**src/rtl/hsvrgb_pkg.sv**
```systemverilog
// Shared types, constants and helpers for the HSV to RGB converter.
`timescale 1ns / 1ps
package hsvrgb_pkg;

   typedef logic [15:0] hue_type;
   typedef logic [7:0]  chan_type;
   typedef logic [2:0]  sector_type;

   localparam sector_type SECT_RED     = 3'd0;
   localparam sector_type SECT_YELLOW  = 3'd1;
   localparam sector_type SECT_GREEN   = 3'd2;
   localparam sector_type SECT_CYAN    = 3'd3;
   localparam sector_type SECT_BLUE    = 3'd4;
   localparam sector_type SECT_MAGENTA = 3'd5;

   localparam chan_type   CHAN_FULL  = 8'd255;
   localparam logic [15:0] ROUND_255 = 16'd127;
   localparam logic [24:0] ROUND_Q16 = 25'd32768;
   localparam logic [16:0] ONE_Q16   = 17'h10000;

   // floor(x / 255), exact for every x below 65280 (quotient fits in 8 bits)
   function automatic chan_type div255(input logic [15:0] x);
      logic [16:0] acc;
      acc = {1'b0, x} + {9'b0, x[15:8]} + 17'd1;
      return acc[15:8];
   endfunction

endpackage

```
**src/rtl/hsv_to_rgb_convert.sv**
```systemverilog
// HSV to RGB pixel converter, five-stage pipeline.
// Each accepted req beat is registered in stages 1 through 5 in turn; stage 5 drives its rsp beat.
// Throughput: one pixel per cycle while rsp_ready is high; each stage is a small multiply, a /255 or a rounding add.
// Ready ripples back through the stage valid bits, so bubbles are squeezed out.
// Reset (synchronous, active high) clears all stage valid bits; data is not reset.
`timescale 1ns / 1ps
module hsv_to_rgb_convert (
   input  logic                  clock,
   input  logic                  reset,
   input  logic                  req_valid,
   output logic                  req_ready,
   input  hsvrgb_pkg::hue_type   req_hue,
   input  hsvrgb_pkg::chan_type  req_saturation,
   input  hsvrgb_pkg::chan_type  req_brightness,
   output logic                  rsp_valid,
   input  logic                  rsp_ready,
   output hsvrgb_pkg::chan_type  rsp_red,
   output hsvrgb_pkg::chan_type  rsp_green,
   output hsvrgb_pkg::chan_type  rsp_blue
);
   import hsvrgb_pkg::*;

   logic [5:1] vld_ff;
   logic [5:1] vld_in;
   logic [5:1] rdy;

   // stage 1: hue*6, p numerator
   sector_type s1_sector_ff;
   logic [15:0] s1_frac_ff;
   chan_type    s1_sat_ff, s1_val_ff;
   logic [15:0] s1_pnum_ff;
   // stage 2: p, saturation products
   sector_type s2_sector_ff;
   chan_type    s2_val_ff, s2_p_ff;
   logic [24:0] s2_sfprod_ff, s2_sgprod_ff;
   // stage 3: rounded sf, sg
   sector_type s3_sector_ff;
   chan_type    s3_val_ff, s3_p_ff, s3_sf_ff, s3_sg_ff;
   // stage 4: q, t numerators
   sector_type s4_sector_ff;
   chan_type    s4_val_ff, s4_p_ff;
   logic [15:0] s4_qnum_ff, s4_tnum_ff;
   // stage 5: output
   chan_type    s5_red_ff, s5_green_ff, s5_blue_ff;

   logic [18:0] h6;
   logic [24:0] sf_sum, sg_sum;
   chan_type    q_val, t_val;
   chan_type    red_in, green_in, blue_in;

   assign rdy[5] = !vld_ff[5] || rsp_ready;
   assign rdy[4] = !vld_ff[4] || rdy[5];
   assign rdy[3] = !vld_ff[3] || rdy[4];
   assign rdy[2] = !vld_ff[2] || rdy[3];
   assign rdy[1] = !vld_ff[1] || rdy[2];

   assign req_ready = rdy[1];
   assign rsp_valid = vld_ff[5];
   assign rsp_red   = s5_red_ff;
   assign rsp_green = s5_green_ff;
   assign rsp_blue  = s5_blue_ff;

   always_comb begin
      vld_in[1] = rdy[1] ? req_valid : vld_ff[1];
      vld_in[2] = rdy[2] ? vld_ff[1] : vld_ff[2];
      vld_in[3] = rdy[3] ? vld_ff[2] : vld_ff[3];
      vld_in[4] = rdy[4] ? vld_ff[3] : vld_ff[4];
      vld_in[5] = rdy[5] ? vld_ff[4] : vld_ff[5];
   end

   always_ff @(posedge clock) begin
      if (reset) begin
         vld_ff <= '0;
      end else begin
         vld_ff <= vld_in;
      end
   end

   assign h6     = {1'b0, req_hue, 2'b00} + {2'b00, req_hue, 1'b0};
   assign sf_sum = s2_sfprod_ff + ROUND_Q16;
   assign sg_sum = s2_sgprod_ff + ROUND_Q16;
   assign q_val  = div255(s4_qnum_ff);
   assign t_val  = div255(s4_tnum_ff);

   always_comb begin
      case (s4_sector_ff)
         SECT_RED: begin
            red_in = s4_val_ff;  green_in = t_val;     blue_in = s4_p_ff;
         end
         SECT_YELLOW: begin
            red_in = q_val;      green_in = s4_val_ff; blue_in = s4_p_ff;
         end
         SECT_GREEN: begin
            red_in = s4_p_ff;    green_in = s4_val_ff; blue_in = t_val;
         end
         SECT_CYAN: begin
            red_in = s4_p_ff;    green_in = q_val;     blue_in = s4_val_ff;
         end
         SECT_BLUE: begin
            red_in = t_val;      green_in = s4_p_ff;   blue_in = s4_val_ff;
         end
         default: begin
            red_in = s4_val_ff;  green_in = s4_p_ff;   blue_in = q_val;
         end
      endcase
   end

   always_ff @(posedge clock) begin
      if (rdy[1]) begin
         s1_sector_ff <= h6[18:16];
         s1_frac_ff   <= h6[15:0];
         s1_sat_ff    <= req_saturation;
         s1_val_ff    <= req_brightness;
         s1_pnum_ff   <= {8'd0, req_brightness} * {8'd0, CHAN_FULL - req_saturation}
                         + ROUND_255;
      end
      if (rdy[2]) begin
         s2_sector_ff <= s1_sector_ff;
         s2_val_ff    <= s1_val_ff;
         s2_p_ff      <= div255(s1_pnum_ff);
         s2_sfprod_ff <= {9'd0, s1_frac_ff} * {17'd0, s1_sat_ff};
         s2_sgprod_ff <= {8'd0, ONE_Q16 - {1'b0, s1_frac_ff}} * {17'd0, s1_sat_ff};
      end
      if (rdy[3]) begin
         s3_sector_ff <= s2_sector_ff;
         s3_val_ff    <= s2_val_ff;
         s3_p_ff      <= s2_p_ff;
         s3_sf_ff     <= sf_sum[23:16];
         s3_sg_ff     <= sg_sum[23:16];
      end
      if (rdy[4]) begin
         s4_sector_ff <= s3_sector_ff;
         s4_val_ff    <= s3_val_ff;
         s4_p_ff      <= s3_p_ff;
         s4_qnum_ff   <= {8'd0, s3_val_ff} * {8'd0, CHAN_FULL - s3_sf_ff} + ROUND_255;
         s4_tnum_ff   <= {8'd0, s3_val_ff} * {8'd0, CHAN_FULL - s3_sg_ff} + ROUND_255;
      end
      if (rdy[5]) begin
         s5_red_ff   <= red_in;
         s5_green_ff <= green_in;
         s5_blue_ff  <= blue_in;
      end
   end

endmodule

```
**config.mk**
```make
export PLATFORM = sky130hd
export DESIGN_NAME = hsv_to_rgb_convert
export DESIGN_NICKNAME = d
export VERILOG_FILES = /design/src/rtl/hsvrgb_pkg.sv /design/src/rtl/hsv_to_rgb_convert.sv
export SDC_FILE = /design/constraint.sdc
export NUM_CORES = 1
export LEC_CHECK = 0
export BUFFER_PORTS_ARGS = -buffer_cell sky130_fd_sc_hd__buf_4
export CAP_MARGIN = 15
export CORE_MARGIN = 3
export CORE_UTILIZATION = 33
export CTS_BUF_LIST = sky130_fd_sc_hd__clkbuf_4
export CTS_CLUSTER_SIZE = 24
export DETAILED_ROUTE_END_ITERATION = 16
export HOLD_SLACK_MARGIN = 0.05
export PLACE_DENSITY = 0.47
export SYNTH_ARGS = -nofsm -noshare
export SYNTH_HDL_FRONTEND = slang
export SYNTH_SLANG_ARGS = --single-unit
```
**constraint.sdc**
```tcl
create_clock -name clock -period 5.8 [get_ports clock]
set_clock_uncertainty 0.15 [all_clocks]
set_input_delay 0.58 -clock clock [delete_from_list [all_inputs] [get_ports clock]]
set_output_delay 0.58 -clock clock [all_outputs]
set_load 0.02 [all_outputs]
```
# Word-level counts from Yosys, hierarchy flattened
# Index checks and enable logic that the tools add are counted.
# Widths: inputs -> output; s select.
[word_totals]
regBits = 233
inputBits = 36
word_cells = 71
out_inout_bits = 26
[classes]
reduce_logical = 15
muxes = 3
n_addsub = 16
eq_ne = 4
n_mul = 5
[op_table]
columns = ["operator", "n"]
rows = [
  ["$pmux 8 s3", 3],
  ["$add 16x1->16 const B", 3],
  ["$add 16x7->16 const B", 3],
  ["$add 16x8->16", 3],
  ["$add 24x16->24 const B", 2],
  ["$mul 8x8->16", 3],
  ["$mul 16x8->24", 1],
  ["$mul 17x8->24", 1],
  ["$sub 8x8->8 const A", 3],
  ["$add 18x17->19", 1],
  ["$sub 17x16->17 const A", 1],
  ["$reduce_or 2->1", 4],
  ["$eq 3x2->1 const B", 2],
  ["$logic_not 1->1", 5],
  ["$logic_or 1x1->1", 5],
  ["$eq 3x1->1 const B", 1],
  ["$eq 3x3->1 const B", 1],
  ["$logic_not 3->1", 1],
]

# Depth between registers and ports, before layout
[depth]
word_depth = 6
mapped_depth = 23
mapped_depth_nobuf = 22

# Least setup slack after synthesis
# OpenSTA, ideal clock, no wires.
[synth_path]
path_type = "flip-flop to flip-flop"
from = "reg s1_frac_ff[6]"
to = "reg s2_sgprod_ff[23] (data pin)"
arrival_time_ns = 5.647
setup_ns = 0.266
t_required_ns = 5.384
path_slack_ns = -0.263
stages_incl_launch_ff = 23
path_buffers = 1
synth_period_minus_slack_ns = 6.063
path_cell_list = "edfxtp_1 buf_2 or4_1 nor3_2 nand2_1 or3_1 xor2_1 and2_1 fa_1 fa_1 fa_1 inv_1 fa_1 inv_1 ha_1 nand4_1 a21oi_1 a2111oi_2 a21boi_1 a221oi_2 o21ai_1 o41ai_1 xnor2_1"
[synth_via]
elab_chain_len = 2
[synth_lines]
columns = ["element", "line", "text"]
rows = [
  ["start: declaration", "hsv_to_rgb_convert.sv:29", "logic [15:0] s1_frac_ff;"],
  ["start signal: assignment", "hsv_to_rgb_convert.sv:111", "s1_frac_ff <= h6[15:0];"],
  ["$sub 17x16->17", "hsv_to_rgb_convert.sv:122", "s2_sgprod_ff <= {8'd0, ONE_Q16 - {1'b0, s1_frac_ff}} * {17'd0, s1_sat_ff};"],
  ["$mul 17x8->24", "hsv_to_rgb_convert.sv:122", ""],
  ["end signal: assignment", "hsv_to_rgb_convert.sv:122", ""],
  ["end: declaration", "hsv_to_rgb_convert.sv:35", "logic [24:0] s2_sfprod_ff, s2_sgprod_ff;"],
]
# No other way between the ends.
# A chain may end at the register's enable or synchronous reset.

# Worst setup path in the final report
[layout_path]
from = "reg s1_frac_ff[6]"
to = "reg s2_sgprod_ff[22] (data pin)"
# The elaborated chain is that of the path after synthesis.

==> impl_metrics.json <==
{
  "drcViolationCount": 0,
  "areaGrowthSynthToFinish_pct": 13.9,
  "dieHeight_um": 266,
  "timing.final.crit_period_ps": 6000,
  "drv_cap": 0,
  "drive_gt1_share_pct": 11.9,
  "via_count": 15100,
  "cp_common_cell": "fa_1",
  "coreArea_um2": 66300,
  "synth_top_family_by_area": "adder cells",
  "yosysWarnings": 0,
  "path_class": "flop to flop",
  "crit_required_ps": 6060,
  "grt_overflow": 0,
  "synth-edff-count": 197,
  "clockRootBuffer": "clkbuf_4",
  "failed_checks": "negative setup slack",
  "start_util_pct": 33.6,
  "final_cell_mix": "inv_1, fa_1, ha_1",
  "die_area_um2": 70800,
  "fmax_mhz": 167,
  "drv_slew": 0,
  "fin_crit_sh_pct": 103,
  "synth.avg_cell_area_um2": 10.5,
  "path_max_fanout": 3,
  "syn_inst": 2127,
  "critical_path.top_delay_family": "adder cells",
  "max_slew_margin_pct": 34.4,
  "port_buffers": 61,
  "hold_viol_final": 0,
  "antenna_found_initial": 2,
  "synth_compound_area_share_pct": 6.97,
  "clock_sinks": 202,
  "cp-start-kind": "flop",
  "layout.cells.most_common": "inv_1",
  "place_hpwl_um": 40200,
  "clk_latency_ps": 740,
  "hold_class": "primary input to flop",
  "drtAntennaViolNets": 0,
  "synth-seq-area-share_pct": 27.0,
  "dieWidth_um": 266,
  "clk_pin_slew_ps": 60,
  "crit_buf_inv": 3,
  "place_congestion": 0.835,
  "drt_iter0_markers": 730,
  "synthAdderAreaFrac_pct": 38.1,
  "synth-seq-cells": 202,
  "holdWs_ps": 175,
  "viasPerCell": 4.72,
  "synthSimpleGateAreaFrac_pct": 16.2,
  "worst_pin_slew_ps": 981,
  "grt_pass1_vias": 16500,
  "crit_slowest_cell": "or4_4",
  "rsz0062_at_grt": "true",
  "ys_async_sr_fraction_pct": 0,
  "setup_violations": 5,
  "cts_tree": "done",
  "fillers": 6683,
  "grt_usage_pct": 14.8,
  "clk_path_buf_depth": 3,
  "synth_xor_area_share_pct": 4.79,
  "dr.pass1.iters": 6,
  "synth.area.mux_share_pct": 0.510,
  "fin_cells": 3203,
  "yosysUniqueCellTypes": 65,
  "synth_area_um2": 22300,
  "avgRoutedWirePerCell_um": 15.6,
  "crit_arrival_ps": 6270,
  "setup.worst_path.end_class": "flop",
  "crit_path_max_incr_delay_ps": 580,
  "grt_max_degree": 53,
  "rows": 94,
  "status": "finished, violations left",
  "synth_ff_type": "edfxtp_1",
  "grt_pass1_wl_um": 85300,
  "fin_ws_ps": -202,
  "layout.nets": 2838,
  "path_cells": "or4_4 -> nor3_4 -> nand2_2 -> or3_4 -> xor2_4 -> and2_4 -> fa_1 -> fa_1 -> fa_1 -> inv_1 -> fa_1 -> inv_2 -> ha_4 -> nand4_1 -> a21oi_2 -> a2111oi_4 -> a21boi_2 -> a221oi_2 -> buf_4 -> o211ai_1 -> a21oi_1 -> xnor2_1",
  "htreeDepth": 2,
  "cts_made_buffers": 53,
  "io_pins": 62,
  "placed_cells_incl_taps": 3072,
  "syn_nets": 2671,
  "drt-total-wl_um": 49900
}
[final timing paths]
check | from | end | slack [ps] | cells past startpoint
setup / recovery | s1_frac_ff[6]$_DFFE_PP_ | s2_sgprod_ff[22]$_DFFE_PP_ | -200 | 22
hold reg to reg | s2_p_ff[0]$_DFFE_PP_ | s3_p_ff[0]$_DFFE_PP_ | 190 | 0
hold / removal | req_hue[14] | s1_sector_ff[2]$_DFFE_PP_ | 170 | 3
setup reg to reg | s1_frac_ff[6]$_DFFE_PP_ | s2_sgprod_ff[22]$_DFFE_PP_ | -200 | 22
[kinds of logic after synthesis]
family                   Yosys count
buffers and inverters            382
flip-flops                       202
AO/OA/AOI/OAI                    233
XOR/XNOR                         122
adder cells (fa/ha/maj)          508
multiplexers                      11
AND/OR/NAND/NOR                  669
[registers in the layout, indices dropped and copies added (netlist names), 9 cells and up]
signal,cells
s2_sgprod_ff,9
s4_tnum_ff,16
s4_qnum_ff,16
s2_sfprod_ff,9
s1_pnum_ff,16
s1_frac_ff,15
[worst min-delay path: stages]
cell	delay, ps
buf_4	100
ha_1	140
a21o_1	90
[Yosys cell counts, types with 23 or more instances]
| cell type | n | share of area, % |
|---|---|---|
| inv_1 | 318 | 5.4 |
| nor3_1 | 23 | 0.52 |
| xnor2_1 | 90 | 3.5 |
| xor2_1 | 32 | 1.3 |
| o21ai_1 | 25 | 0.56 |
| a21oi_1 | 65 | 1.5 |
| fa_1 | 286 | 26 |
| nand2_1 | 143 | 2.4 |
| and2_1 | 153 | 4.3 |
| nand2b_1 | 132 | 3.7 |
| clkbuf_1 | 59 | 0.99 |
| nor2_1 | 69 | 1.2 |
| ha_1 | 222 | 12 |
| edfxtp_1 | 197 | 27 |
| nor2b_1 | 74 | 2.1 |
[metrics by stage]
| stage | cell area, um2 | util, % | worst slack, ps | setup TNS [ps] |
|---|---|---|---|---|
| 6_report | 25400 | 38.3 | -202 | -784 |
| 5_1_grt | 25400 | 38.3 | -404 | -2360 |
| 4_1_cts | 25400 | 38.3 | -218 | -864 |
| 3_5_place_dp | 24300 | 36.6 | -401 | -1630 |
| 3_3_place_gp | 24300 | 36.6 | -341 | -1150 |
| 2_1_floorplan | 22400 | - | -167 | -233 |
[cell type report]
| class | instances | area [um2] | area share [%] |
|---|---|---|---|
| antenna | 2 | 5.00 | 0.0197 |
| clock buffer | 76 | 571 | 2.24 |
| clock inverter | 22 | 175 | 0.689 |
| inverter | 320 | 1200 | 4.73 |
| multi-input combinational | 1543 | 15000 | 59.0 |
| sequential | 202 | 6020 | 23.7 |
| tap | 864 | 1080 | 4.25 |
| timing repair buffer | 174 | 1360 | 5.37 |
[repair_timing]
action,4_1_cts,5_1_grt
endpoints found under the setup margin,8,8
hold buffers,23,0
pin swaps,12,4
endpoints found under the hold margin,24,0
gates resized for setup,14,5
buffers inserted,9,0
[routing by layer]
metal | global-route usage (%) | vias to the layer above | wire length (um)
met5 | 0 | - | 0
met4 | 2.92 | 0 | 734
met3 | 2.09 | 58 | 1670
met2 | 25.1 | 230 | 23900
met1 | 20.3 | 7498 | 23600
li1 | - | 7318 | -
Power is not shown: default switching activity piles up to over one toggle a cycle in this logic, so the estimate is an artifact.
